--- src/group_membership_lifecycle_core_macros.svh ---
// assertion macros for the group membership lifecycle core
// depends on nothing; included by the top level
`ifndef GROUP_MEMBERSHIP_LIFECYCLE_CORE_MACROS_SVH
`define GROUP_MEMBERSHIP_LIFECYCLE_CORE_MACROS_SVH
`ifndef SYNTHESIS
`define GML_ASSERT_IMP(label, clk, rst_n, ante, cons, msg) \
  label: assert property (@(posedge clk) disable iff (!rst_n) (ante) |-> (cons)) \
    else $error(msg);
`define GML_ASSERT_NEXT(label, clk, rst_n, ante, cons, msg) \
  label: assert property (@(posedge clk) disable iff (!rst_n) (ante) |=> (cons)) \
    else $error(msg);
`else
`define GML_ASSERT_IMP(label, clk, rst_n, ante, cons, msg)
`define GML_ASSERT_NEXT(label, clk, rst_n, ante, cons, msg)
`endif
`endif

--- src/gml_pkg.sv ---
// shared types and constants for the group membership lifecycle core
// no dependencies
`timescale 1ns / 1ps
`default_nettype none
package gml_pkg;
  localparam int unsigned NameBytes  = 32;
  localparam int unsigned PrintWords = 4;
  localparam int unsigned PrintIdxW  = (PrintWords > 1) ? $clog2(PrintWords) : 1;
  localparam int unsigned CountW     = 6;
  localparam logic [7:0]  CharLow    = 8'h20;
  localparam logic [7:0]  CharHigh   = 8'h7E;

  localparam logic [3:0] OpProvision = 4'd0;
  localparam logic [3:0] OpRename    = 4'd1;
  localparam logic [3:0] OpJoin      = 4'd2;
  localparam logic [3:0] OpActivate  = 4'd3;
  localparam logic [3:0] OpRevoke    = 4'd4;
  localparam logic [3:0] OpLeave     = 4'd5;
  localparam logic [3:0] OpResetKeep = 4'd6;
  localparam logic [3:0] OpResetFact = 4'd7;
  localparam logic [3:0] OpCompare   = 4'd8;

  localparam logic [2:0] StOk       = 3'd0;
  localparam logic [2:0] StMore     = 3'd1;
  localparam logic [2:0] StBadTrans = 3'd2;
  localparam logic [2:0] StBadIdent = 3'd3;
  localparam logic [2:0] StBadName  = 3'd4;
  localparam logic [2:0] StBadGroup = 3'd5;
  localparam logic [2:0] StBadEpoch = 3'd6;
  localparam logic [2:0] StBadAlias = 3'd7;

  localparam logic [2:0] MsUnprov  = 3'd0;
  localparam logic [2:0] MsReady   = 3'd1;
  localparam logic [2:0] MsPending = 3'd2;
  localparam logic [2:0] MsActive  = 3'd3;
  localparam logic [2:0] MsRevoked = 3'd4;
  localparam logic [2:0] MsLeft    = 3'd5;

  localparam logic [1:0] VdDistinct  = 2'd0;
  localparam logic [1:0] VdSame      = 2'd1;
  localparam logic [1:0] VdCollision = 2'd2;

  typedef struct packed {
    logic [3:0]  opcode;
    logic [63:0] group_ident;
    logic [31:0] epoch_value;
    logic [63:0] alias_value;
    logic [63:0] print_word;
    logic [7:0]  name_byte;
    logic        byte_present;
    logic        last;
  } item_t;

  typedef struct packed {
    logic [2:0]  status;
    logic [2:0]  membership_state;
    logic        can_send_group;
    logic [1:0]  alias_verdict;
    logic [63:0] group_out;
    logic [31:0] epoch_out;
    logic [63:0] alias_out;
    logic [5:0]  name_length_out;
  } result_t;
endpackage
`default_nettype wire

--- src/group_membership_lifecycle_core.sv ---
// top level of the group membership lifecycle core
// depends on gml_pkg, gml_fifo, gml_back and the macros header
`timescale 1ns / 1ps
`default_nettype none
// one result per command item; front takes items into a two-entry queue,
// back applies them one per cycle into a result register, so the block
// sustains one item per cycle while the output is not stalled; the rate is
// set by the back end's single state update per cycle. fingerprints are stored as
// PrintWords words; names are checked and counted, only their length is kept.
`include "group_membership_lifecycle_core_macros.svh"
module group_membership_lifecycle_core (
  input  wire logic         clk_i,
  input  wire logic         rst_ni,
  input  wire logic         s_axis_tvalid,
  output logic              s_axis_tready,
  // tdata: opcode[3:0], group_ident, epoch_value, alias_value, print_word,
  // name_byte, byte_present; zero fill to 240 bits
  input  wire logic [239:0] s_axis_tdata,
  input  wire logic         s_axis_tlast,
  output logic              m_axis_tvalid,
  input  wire logic         m_axis_tready,
  // tdata: status, membership_state, can_send_group, alias_verdict, group_out,
  // epoch_out, alias_out, name_length_out; zero fill to 176 bits
  output logic [175:0]      m_axis_tdata
);
  import gml_pkg::*;
  item_t   in_item, q_item;
  result_t res;
  logic    q_valid, q_ready;

  // unpack the incoming transfer
  assign in_item.opcode       = s_axis_tdata[3:0];
  assign in_item.group_ident  = s_axis_tdata[67:4];
  assign in_item.epoch_value  = s_axis_tdata[99:68];
  assign in_item.alias_value  = s_axis_tdata[163:100];
  assign in_item.print_word   = s_axis_tdata[227:164];
  assign in_item.name_byte    = s_axis_tdata[235:228];
  assign in_item.byte_present = s_axis_tdata[236];
  assign in_item.last         = s_axis_tlast;

  gml_fifo u_fifo (
    .clk_i, .rst_ni,
    .in_valid_i(s_axis_tvalid), .in_ready_o(s_axis_tready), .in_item_i(in_item),
    .out_valid_o(q_valid), .out_ready_i(q_ready), .out_item_o(q_item)
  );

  gml_back u_back (
    .clk_i, .rst_ni,
    .in_valid_i(q_valid), .in_ready_o(q_ready), .in_item_i(q_item),
    .out_valid_o(m_axis_tvalid), .out_ready_i(m_axis_tready), .out_res_o(res)
  );

  assign m_axis_tdata = {1'b0, res.name_length_out, res.alias_out, res.epoch_out,
                         res.group_out, res.alias_verdict, res.can_send_group,
                         res.membership_state, res.status};

  // active flag tracks the reported state
  `GML_ASSERT_IMP(a_send, clk_i, rst_ni, m_axis_tvalid,
    m_axis_tdata[6] == (m_axis_tdata[5:3] == MsActive), "can_send mismatch")
  // a stalled result holds
  `GML_ASSERT_NEXT(a_hold, clk_i, rst_ni, m_axis_tvalid && !m_axis_tready,
    m_axis_tvalid && $stable(m_axis_tdata), "result changed while stalled")
  // verdict only on an ok status
  `GML_ASSERT_IMP(a_vd, clk_i, rst_ni, m_axis_tvalid && m_axis_tdata[8:7] != VdDistinct,
    m_axis_tdata[2:0] == StOk, "verdict with non-ok status")
endmodule
`default_nettype wire

--- src/gml_fifo.sv ---
// two-entry queue that decouples the front from the back
// depends on gml_pkg
`timescale 1ns / 1ps
`default_nettype none
module gml_fifo (
  input  wire logic          clk_i,
  input  wire logic          rst_ni,
  input  wire logic          in_valid_i,
  output logic               in_ready_o,
  input  wire gml_pkg::item_t in_item_i,
  output logic               out_valid_o,
  input  wire logic          out_ready_i,
  output gml_pkg::item_t     out_item_o
);
  import gml_pkg::*;
  item_t      mem_q [2];
  logic       wp_q, rp_q;
  logic [1:0] cnt_q;
  logic       push, pop;
  assign in_ready_o  = cnt_q != 2'd2;
  assign out_valid_o = cnt_q != 2'd0;
  assign out_item_o  = mem_q[rp_q];
  assign push = in_valid_i && in_ready_o;
  assign pop  = out_valid_o && out_ready_i;
  always_ff @(posedge clk_i) begin
    if (push) mem_q[wp_q] <= in_item_i;
  end
  always_ff @(posedge clk_i or negedge rst_ni) begin
    if (!rst_ni) begin
      wp_q <= 1'b0; rp_q <= 1'b0; cnt_q <= 2'd0;
    end else begin
      if (push) wp_q <= ~wp_q;
      if (pop) rp_q <= ~rp_q;
      cnt_q <= cnt_q + {1'b0, push} - {1'b0, pop};
    end
  end
endmodule
`default_nettype wire

--- src/gml_back.sv ---
// back end: pending command accumulation, checks, commit, result register
// depends on gml_pkg
`timescale 1ns / 1ps
`default_nettype none
module gml_back (
  input  wire logic           clk_i,
  input  wire logic           rst_ni,
  input  wire logic           in_valid_i,
  output logic                in_ready_o,
  input  wire gml_pkg::item_t in_item_i,
  output logic                out_valid_o,
  input  wire logic           out_ready_i,
  output gml_pkg::result_t    out_res_o
);
  import gml_pkg::*;
  logic [2:0]  ms_q, ms_d;
  logic [63:0] grp_q, grp_d, al_q, al_d;
  logic [31:0] ep_q, ep_d;
  logic [63:0] prn_q [PrintWords];
  logic [63:0] pprn_q [PrintWords];
  logic [CountW-1:0] nlen_q, nlen_d, cnt_q, cnt_d;
  logic [3:0]  flg_q, flg_d, kind_q, kind_d;
  logic        commit_prn;
  logic        wr_prn;
  logic        vld_q;
  result_t     res_q, res_d;
  logic        take;
  logic [PrintIdxW-1:0] pidx;
  logic [3:0]  fl;
  logic [CountW-1:0] c;
  logic [2:0]  st;
  logic [1:0]  vd;
  logic        tail_nz;
  item_t       it;

  assign it = in_item_i;
  assign in_ready_o  = !vld_q || out_ready_i;
  assign take = in_valid_i && in_ready_o;
  assign out_valid_o = vld_q;
  assign out_res_o   = res_q;
  assign pidx = cnt_q[PrintIdxW-1:0];

  always_comb begin
    ms_d = ms_q; grp_d = grp_q; al_d = al_q; ep_d = ep_q;
    nlen_d = nlen_q; cnt_d = cnt_q; flg_d = flg_q; kind_d = kind_q;
    commit_prn = 1'b0; wr_prn = 1'b0; st = StOk; vd = VdDistinct;
    fl = flg_q; c = cnt_q; tail_nz = 1'b0;
    if (it.opcode == OpProvision || it.opcode == OpRename || it.opcode == OpCompare) begin
      if (kind_q != it.opcode + 4'd1) begin
        fl = '0; c = '0;
      end
      tail_nz = 1'b0;
      for (int i = 0; i < PrintWords; i++)
        if (CountW'(i) > c && prn_q[i] != '0) tail_nz = 1'b1;
      case (it.opcode)
        OpProvision: begin
          if (it.print_word != '0) fl[0] = 1'b1;
          if (c < CountW'(PrintWords)) begin
            wr_prn = 1'b1; c = c + 1'b1;
          end else fl[2] = 1'b1;
        end
        OpRename: begin
          if (it.byte_present) begin
            if (it.name_byte < CharLow || it.name_byte > CharHigh) fl[1] = 1'b1;
            if (c < CountW'(NameBytes)) c = c + 1'b1;
            else fl[2] = 1'b1;
          end
        end
        default: begin
          if (c < CountW'(PrintWords)) begin
            if (it.print_word != prn_q[c[PrintIdxW-1:0]]) fl[3] = 1'b1;
            c = c + 1'b1;
          end else fl[3] = 1'b1;
        end
      endcase
      cnt_d = c; flg_d = fl; kind_d = it.opcode + 4'd1;
      if (!it.last) st = StMore;
      else begin
        cnt_d = '0; flg_d = '0; kind_d = '0;
        case (it.opcode)
          OpProvision: begin
            if (ms_q != MsUnprov) st = StBadTrans;
            else if (fl[2] || !fl[0]) st = StBadIdent;
            else begin commit_prn = 1'b1; ms_d = MsReady; end
          end
          OpRename: begin
            if (ms_q == MsUnprov) st = StBadTrans;
            else if (c == '0 || fl[2] || fl[1]) st = StBadName;
            else nlen_d = c;
          end
          default: begin
            if (tail_nz) fl[3] = 1'b1;
            if (al_q == '0 || it.alias_value == '0 || it.alias_value != al_q) vd = VdDistinct;
            else vd = fl[3] ? VdCollision : VdSame;
          end
        endcase
      end
    end else begin
      cnt_d = '0; flg_d = '0; kind_d = '0;
      case (it.opcode)
        OpJoin: begin
          if (ms_q != MsReady && ms_q != MsLeft) st = StBadTrans;
          else if (it.group_ident == '0) st = StBadGroup;
          else if (it.epoch_value == '0) st = StBadEpoch;
          else begin
            grp_d = it.group_ident; ep_d = it.epoch_value; al_d = '0; ms_d = MsPending;
          end
        end
        OpActivate: begin
          if (ms_q != MsPending) st = StBadTrans;
          else if (it.group_ident == '0 || it.group_ident != grp_q) st = StBadGroup;
          else if (it.epoch_value == '0 || it.epoch_value != ep_q) st = StBadEpoch;
          else if (it.alias_value == '0) st = StBadAlias;
          else begin al_d = it.alias_value; ms_d = MsActive; end
        end
        OpRevoke: begin
          if (ms_q != MsActive) st = StBadTrans;
          else if (it.group_ident == '0 || it.group_ident != grp_q) st = StBadGroup;
          else if (it.epoch_value <= ep_q) st = StBadEpoch;
          else begin ep_d = it.epoch_value; al_d = '0; ms_d = MsRevoked; end
        end
        OpLeave: begin
          if (ms_q != MsActive && ms_q != MsPending && ms_q != MsRevoked) st = StBadTrans;
          else begin grp_d = '0; al_d = '0; ep_d = '0; ms_d = MsLeft; end
        end
        OpResetKeep: begin
          if (ms_q == MsUnprov) st = StBadTrans;
          else begin
            grp_d = '0; al_d = '0; ep_d = '0; ms_d = MsReady; nlen_d = '0;
          end
        end
        OpResetFact: begin
          grp_d = '0; al_d = '0; ep_d = '0; ms_d = MsUnprov; nlen_d = '0;
        end
        default: st = StBadTrans;
      endcase
    end
    res_d.status = st;
    res_d.membership_state = ms_d;
    res_d.can_send_group = ms_d == MsActive;
    res_d.alias_verdict = vd;
    res_d.group_out = grp_d;
    res_d.epoch_out = ep_d;
    res_d.alias_out = al_d;
    res_d.name_length_out = nlen_d;
  end

  // pending words are written at this item's fill slot
  always_ff @(posedge clk_i) begin
    if (take && wr_prn)
      pprn_q[(kind_q != OpProvision + 4'd1) ? '0 : pidx] <= it.print_word;
    if (take) res_q <= res_d;
  end

  always_ff @(posedge clk_i or negedge rst_ni) begin
    if (!rst_ni) begin
      ms_q <= MsUnprov; grp_q <= '0; al_q <= '0; ep_q <= '0;
      nlen_q <= '0; cnt_q <= '0; flg_q <= '0; kind_q <= '0; vld_q <= 1'b0;
      for (int i = 0; i < PrintWords; i++) prn_q[i] <= '0;
    end else begin
      if (take) begin
        ms_q <= ms_d; grp_q <= grp_d; al_q <= al_d; ep_q <= ep_d;
        nlen_q <= nlen_d; cnt_q <= cnt_d; flg_q <= flg_d; kind_q <= kind_d;
        if (it.opcode == OpResetFact)
          for (int i = 0; i < PrintWords; i++) prn_q[i] <= '0;
        if (commit_prn)
          for (int i = 0; i < PrintWords; i++) begin
            if (CountW'(i) + 1'b1 == c) prn_q[i] <= it.print_word;
            else if (CountW'(i) < c) prn_q[i] <= pprn_q[i];
            else prn_q[i] <= '0;
          end
      end
      if (take) vld_q <= 1'b1;
      else if (out_ready_i) vld_q <= 1'b0;
    end
  end
endmodule
`default_nettype wire

--- config.mk ---
export PLATFORM = sky130hd
export DESIGN_NAME = group_membership_lifecycle_core
export DESIGN_NICKNAME = d
export VERILOG_FILES = /design/src/gml_pkg.sv /design/src/group_membership_lifecycle_core.sv /design/src/gml_fifo.sv /design/src/gml_back.sv
export VERILOG_INCLUDE_DIRS = /design/src /design/src/src
export SDC_FILE = /design/constraint.sdc
export NUM_CORES = 2
export LEC_CHECK = 0
export BUFFER_PORTS_ARGS = -buffer_cell sky130_fd_sc_hd__buf_2
export CORE_ASPECT_RATIO = 0.75
export CORE_MARGIN = 10
export CORE_UTILIZATION = 40
export DETAILED_ROUTE_END_ITERATION = 10
export SYNTH_ARGS = -nofsm -noshare
export SYNTH_HDL_FRONTEND = slang
export SYNTH_SLANG_ARGS = --single-unit
--- constraint.sdc ---
create_clock -name clk_i -period 13 [get_ports clk_i]
set_clock_uncertainty 0.15 [all_clocks]
set_input_delay 1.3 -clock clk_i [delete_from_list [all_inputs] [get_ports clk_i]]
set_output_delay 1.3 -clock clk_i [all_outputs]
set_load 0.05 [all_outputs]
# Yosys cells after proc, flatten, opt, wreduce, memory -nomap -nowiden
# Memories as Yosys holds them, arrays and structs flattened.
# Index checks and enable logic that the tools add are counted.
[word_totals]
wordCells = 259
n_memories = 2
register_bits = 619
inputBits = 245
ramBits = 732
[memory_table]
columns = ["name", "words", "word_bits", "read_ports", "rd_ports_with_merged_regs", "write_ports", "line_no", "source"]
rows = [
  ["u_fifo.mem_q", 2, 238, 1, 0, 1, "gml_fifo.sv:16", "item_t mem_q [2];"],
  ["u_back.pprn_q", 4, 64, 4, 0, 1, "gml_back.sv:20", "logic [63:0] pprn_q [PrintWords];"],
]
[op_classes]
n_bitwise = 5
reduce_logical = 42
addsub = 4
magnitude_cmp = 14
mux = 143
n_eq_ne = 25
[ops]
columns = ["cell", "n"]
rows = [
  ["$mux 64", 29],
  ["$mux 256", 2],
  ["$pmux 64 s6", 1],
  ["$reduce_bool 64->1", 5],
  ["$mux 32", 9],
  ["$pmux 64 s4", 1],
  ["$logic_not 64->1", 3],
  ["$ne 64x64->1", 3],
  ["$pmux 32 s5", 1],
  ["$bmux 64 s2", 1],
  ["$mux 3", 32],
  ["$mux 6", 16],
  ["$pmux 3 s6", 2],
  ["$mux 1", 35],
  ["$le 32x32->1", 1],
  ["$logic_not 32->1", 1],
  ["$ne 32x32->1", 1],
  ["$mux 4", 5],
  ["$eq 4x3->1 const B", 4],
  ["$eq 2x6->1 const A", 2],
  ["$gt 1x6->1 const A", 2],
  ["$gt 2x6->1 const A", 2],
  ["$lt 1x6->1 const A", 2],
  ["$lt 2x6->1 const A", 2],
  ["38 further kinds", 71],
]

# Depth between registers and ports, before layout
# An unclocked memory read counts as a cell.
[logic_depth]
ltp_word = 18
depth_mapped = 36
mapped_depth_nobuf = 18

# Cells and area by module
# Synthesis repeated with hierarchy kept, for this count alone.
[unflattened]
cells_unflattened = 4250
area_unflattened_um2 = 58275.9
[by_module_without_submodules]
columns = ["mod", "instances", "cells_per_inst", "area_each_um2"]
rows = [
  ["gml_back", 1, 3490, 39994.6],
  ["gml_fifo", 1, 758, 18270.0],
  ["group_membership_lifecycle_core", 1, 2, 11.3],
]

# Worst setup path before layout
# No wires, ideal clock.
[synth_timing]
kind = "input port to flip-flop"
start = "input port s_axis_tvalid"
end = "memory u_fifo.mem_q[0][0] (netlist bit) (enable)"
setup_time_ns = 0.842
t_required_ns = 12.008
stages = 2
t_arrival_ns = 11.268
path_buffers = 0
path_slack_ns = 0.740
path_cell_list = "nand2_1 nor2_1"
[synth_via]
elab_chain_len = 3
[synth_lines]
columns = ["element", "line_no", "source"]
rows = [
  ["start: declaration", "group_membership_lifecycle_core.sv:14", "input wire logic s_axis_tvalid,"],
  ["$logic_and 1x1->1", "gml_fifo.sv:23", "assign push = in_valid_i && in_ready_o;"],
  ["$mux 1", "gml_fifo.sv:26", "if (push) mem_q[wp_q] <= in_item_i;"],
  ["$mux 1 (not written as such)", "gml_fifo.sv:26", ""],
  ["end: declaration", "gml_fifo.sv:16", ""],
]
# Every way passes these cells.

==> metrics.txt <==
outcome=finished clean; full die area=0.161 mm2; Synth Net Count=4649; initial antenna violation count=34; cell count after synthesis=4362; crit path max fanout=204; Post-Layout Cell Count=6833; P per Cell Area=207 mW/mm2; Final #Nets=5070; critical register-to-register path startpoint=u_fifo.rp_q; final setup fails=0; post-route ant nets=0; most frequent cells in the layout=edfxtp_1, dfrtp_1, buf_2; H-tree levels=4; # placed instances=6549; clock-pin slew on the worst setup and hold paths=60 ps; Post-synth EDFFs=907; PortBufs=418; Critical R2R Capture=u_back.prn_q[74]; syn_area_per_cell=13.3 um2; row count=121; Slew headroom=0.0706%; Util after Layout=46.4%; CTS buffer count=138; setup_tns=0 ps; footprint of the multi-input gates=0.0184 mm2; vias per cell=6.14; Detailed Route Iter0 Violations=6299; sequential share of the synthesized area=65.9%; Crit Path Category=reg2reg; Post-CTS Setup Inserts=0; detailed placement HPWL=136000 um; worst hold stages=1; CTS max path bufs=3; DR top layer=met5; R2R depth=13; layout cells sized above 1=18.2%; Die H=350 um; synth warn=0; Syn Std Cell Area=0.0582 mm2; RSZ-0062 raised after global routing=false; final WL=202000 um; post-layout min period=8550 ps; routed wl met2=83900 um; CP arrival=9100 ps; pins over their slew limit=0; DR WL met3=24300 um; worst slew pin tran=1500 ps; most common cell after layout, fill and taps aside=edfxtp_1; met1 WL=85900 um; CORE AREA=0.145 mm2; Sequential Area=0.0384 mm2; Hold EP=u_back.prn_q[16]; share of flip-flops with an asynchronous set or reset=32.9%; Worst setup SP type=register; f_max=117 MHz; initial core utilization=40.1%; max cap viols=0; Primary FF master, synth=edfxtp_1; grt total ovfl=0; first-pass GRT wire length=289000 um; R2R setup slack=4450 ps; HP Start=u_back.pprn_q[3][16]; Final Hold Vio Count=0; Netlist cell types=86; number of top-level pins=423; synthesis-to-layout area growth=15.6%; DRT Pass-1 Iters=6; post-cts resize count=0; Yosys reg bits=1351; Critical Path Sink Type=register; gr usage total=24.2%; gpl congestion=0.990; Leak Pwr=26.1 nW; Clk Latency, worst-skew pair=810 ps; hold buffers post-CTS=0; clock root buffer=clkbuf_16; Final Cycle Share=65.8%; vias in the first global route=40.0k; DR WL/cell=29.6 um; CTS tree=yes; DRC errors left=0; clock sink count=1351; largest net degree at the start of global routing=205; data required time at the worst endpoint=13550 ps; Die Width=460 um; Layout fillers=12.9k; min-delay worst type=reg2reg; peak supply drop=0.000154 V; vias=42.0k
-- routing by layer --
layer / GRT usage [%] / vias up
met2: 33.9 / 2533
met5: 0 / -
met1: 34.8 / 21147
li1: - / 17886
met3: 7.67 / 388
met4: 9.20 / 10
-- registers in the layout (all words and copies together), names as in the netlist --
signal	flops
u_fifo.mem_q	476
u_back.pprn_q	256
u_back.prn_q	256
u_back.out_res_o	175
u_back.al_q	64
u_back.grp_q	64
u_back.ep_q	32
u_back.cnt_q	6
u_back.nlen_q	6
u_back.flg_q	4
u_back.kind_q	4
u_back.ms_q	3
u_fifo.cnt_q	2
u_back.out_valid_o	1
u_fifo.rp_q	1
u_fifo.wp_q	1
-- Yosys cell counts (42+ instances only) --
cell | number | share of area (%)
a22o_1 | 172 | 2.6
nand4_1 | 79 | 0.85
nor2_1 | 217 | 1.4
a21oi_1 | 69 | 0.59
xor2_1 | 42 | 0.63
nand3_1 | 58 | 0.50
edfxtp_1 | 907 | 47
mux2i_1 | 189 | 3.3
a22oi_1 | 86 | 1.1
inv_1 | 121 | 0.78
o21ai_0 | 341 | 2.9
nor4_1 | 210 | 2.3
a221o_1 | 132 | 2.3
a21o_1 | 76 | 0.98
nand2_1 | 308 | 2.0
ha_1 | 42 | 0.90
clkbuf_1 | 180 | 1.2
mux2_2 | 118 | 2.3
dfrtp_1 | 444 | 19
xnor2_1 | 103 | 1.6
-- through the flow --
step	area, um2	hold WS [ps]	worst slack, ps	total power, mW
3_5_place_dp	62600	283	4740	9.95
2_1_floorplan	58200	276	740	8.48
3_3_place_gp	62600	276	4840	9.92
5_1_grt	67200	305	4230	14.4
6_report	67200	289	4450	13.9
4_1_cts	67200	295	4680	13.9
-- logic make-up after synthesis --
group	after synthesis	synth area share, %
fa+ha+maj	42	0.903
buf+inv	370	2.66
simple gates	1011	8.53
xor+xnor	149	2.31
flops	1351	65.9
mux	309	5.60
other cells	1	0.00645
compound gates	1129	14.1
-- worst max path at each step --
stage | start | endpoint | slack [ps] | cells past startpoint
2_1_floorplan | s_axis_tvalid | u_fifo.mem_q[0][0] | 740 | 2
6_report | u_fifo.rp_q | u_back.prn_q[74] | 4450 | 13
4_1_cts | u_fifo.rp_q | u_back.prn_q[192] | 4680 | 13
3_5_place_dp | u_fifo.rp_q | u_back.prn_q[192] | 4740 | 13
3_3_place_gp | u_fifo.rp_q | u_back.prn_q[219] | 4840 | 13
5_1_grt | u_fifo.rp_q | u_back.prn_q[192] | 4230 | 13
-- power breakdown --
part / leakage (nW) / internal, mW / switching [mW] / total (mW)
Sequential: 14.7 / 5.38 / 0.301 / 5.69
Clock: 2.21 / 2.19 / 1.79 / 3.98
Combinational: 9.24 / 1.03 / 3.26 / 4.29
Total: 26.1 / 8.60 / 5.35 / 13.9
-- layout make-up --
| class | instances | share of cell area [%] |
|---|---|---|
| Tap cell | 1906 | 3.55 |
| Multi-Input combinational cell | 2641 | 27.4 |
| Antenna cell | 27 | 0.100 |
| Clock buffer | 198 | 5.74 |
| Inverter | 122 | 0.692 |
| Timing Repair Buffer | 529 | 4.44 |
| Sequential cell | 1351 | 57.1 |
| Clock inverter | 59 | 0.999 |
-- critical path: stages, from the launching register on --
cell and delay (ps):
dfrtp_4 910, buf_4 570, buf_4 720, buf_4 700
mux2i_1 810, inv_1 440, o41ai_1 1130, a21boi_0 330
and4_1 400, o21ai_4 160, buf_4 530, buf_12 530
a22oi_1 220, o21ai_0 130
Power figures use the tool's default switching activity.
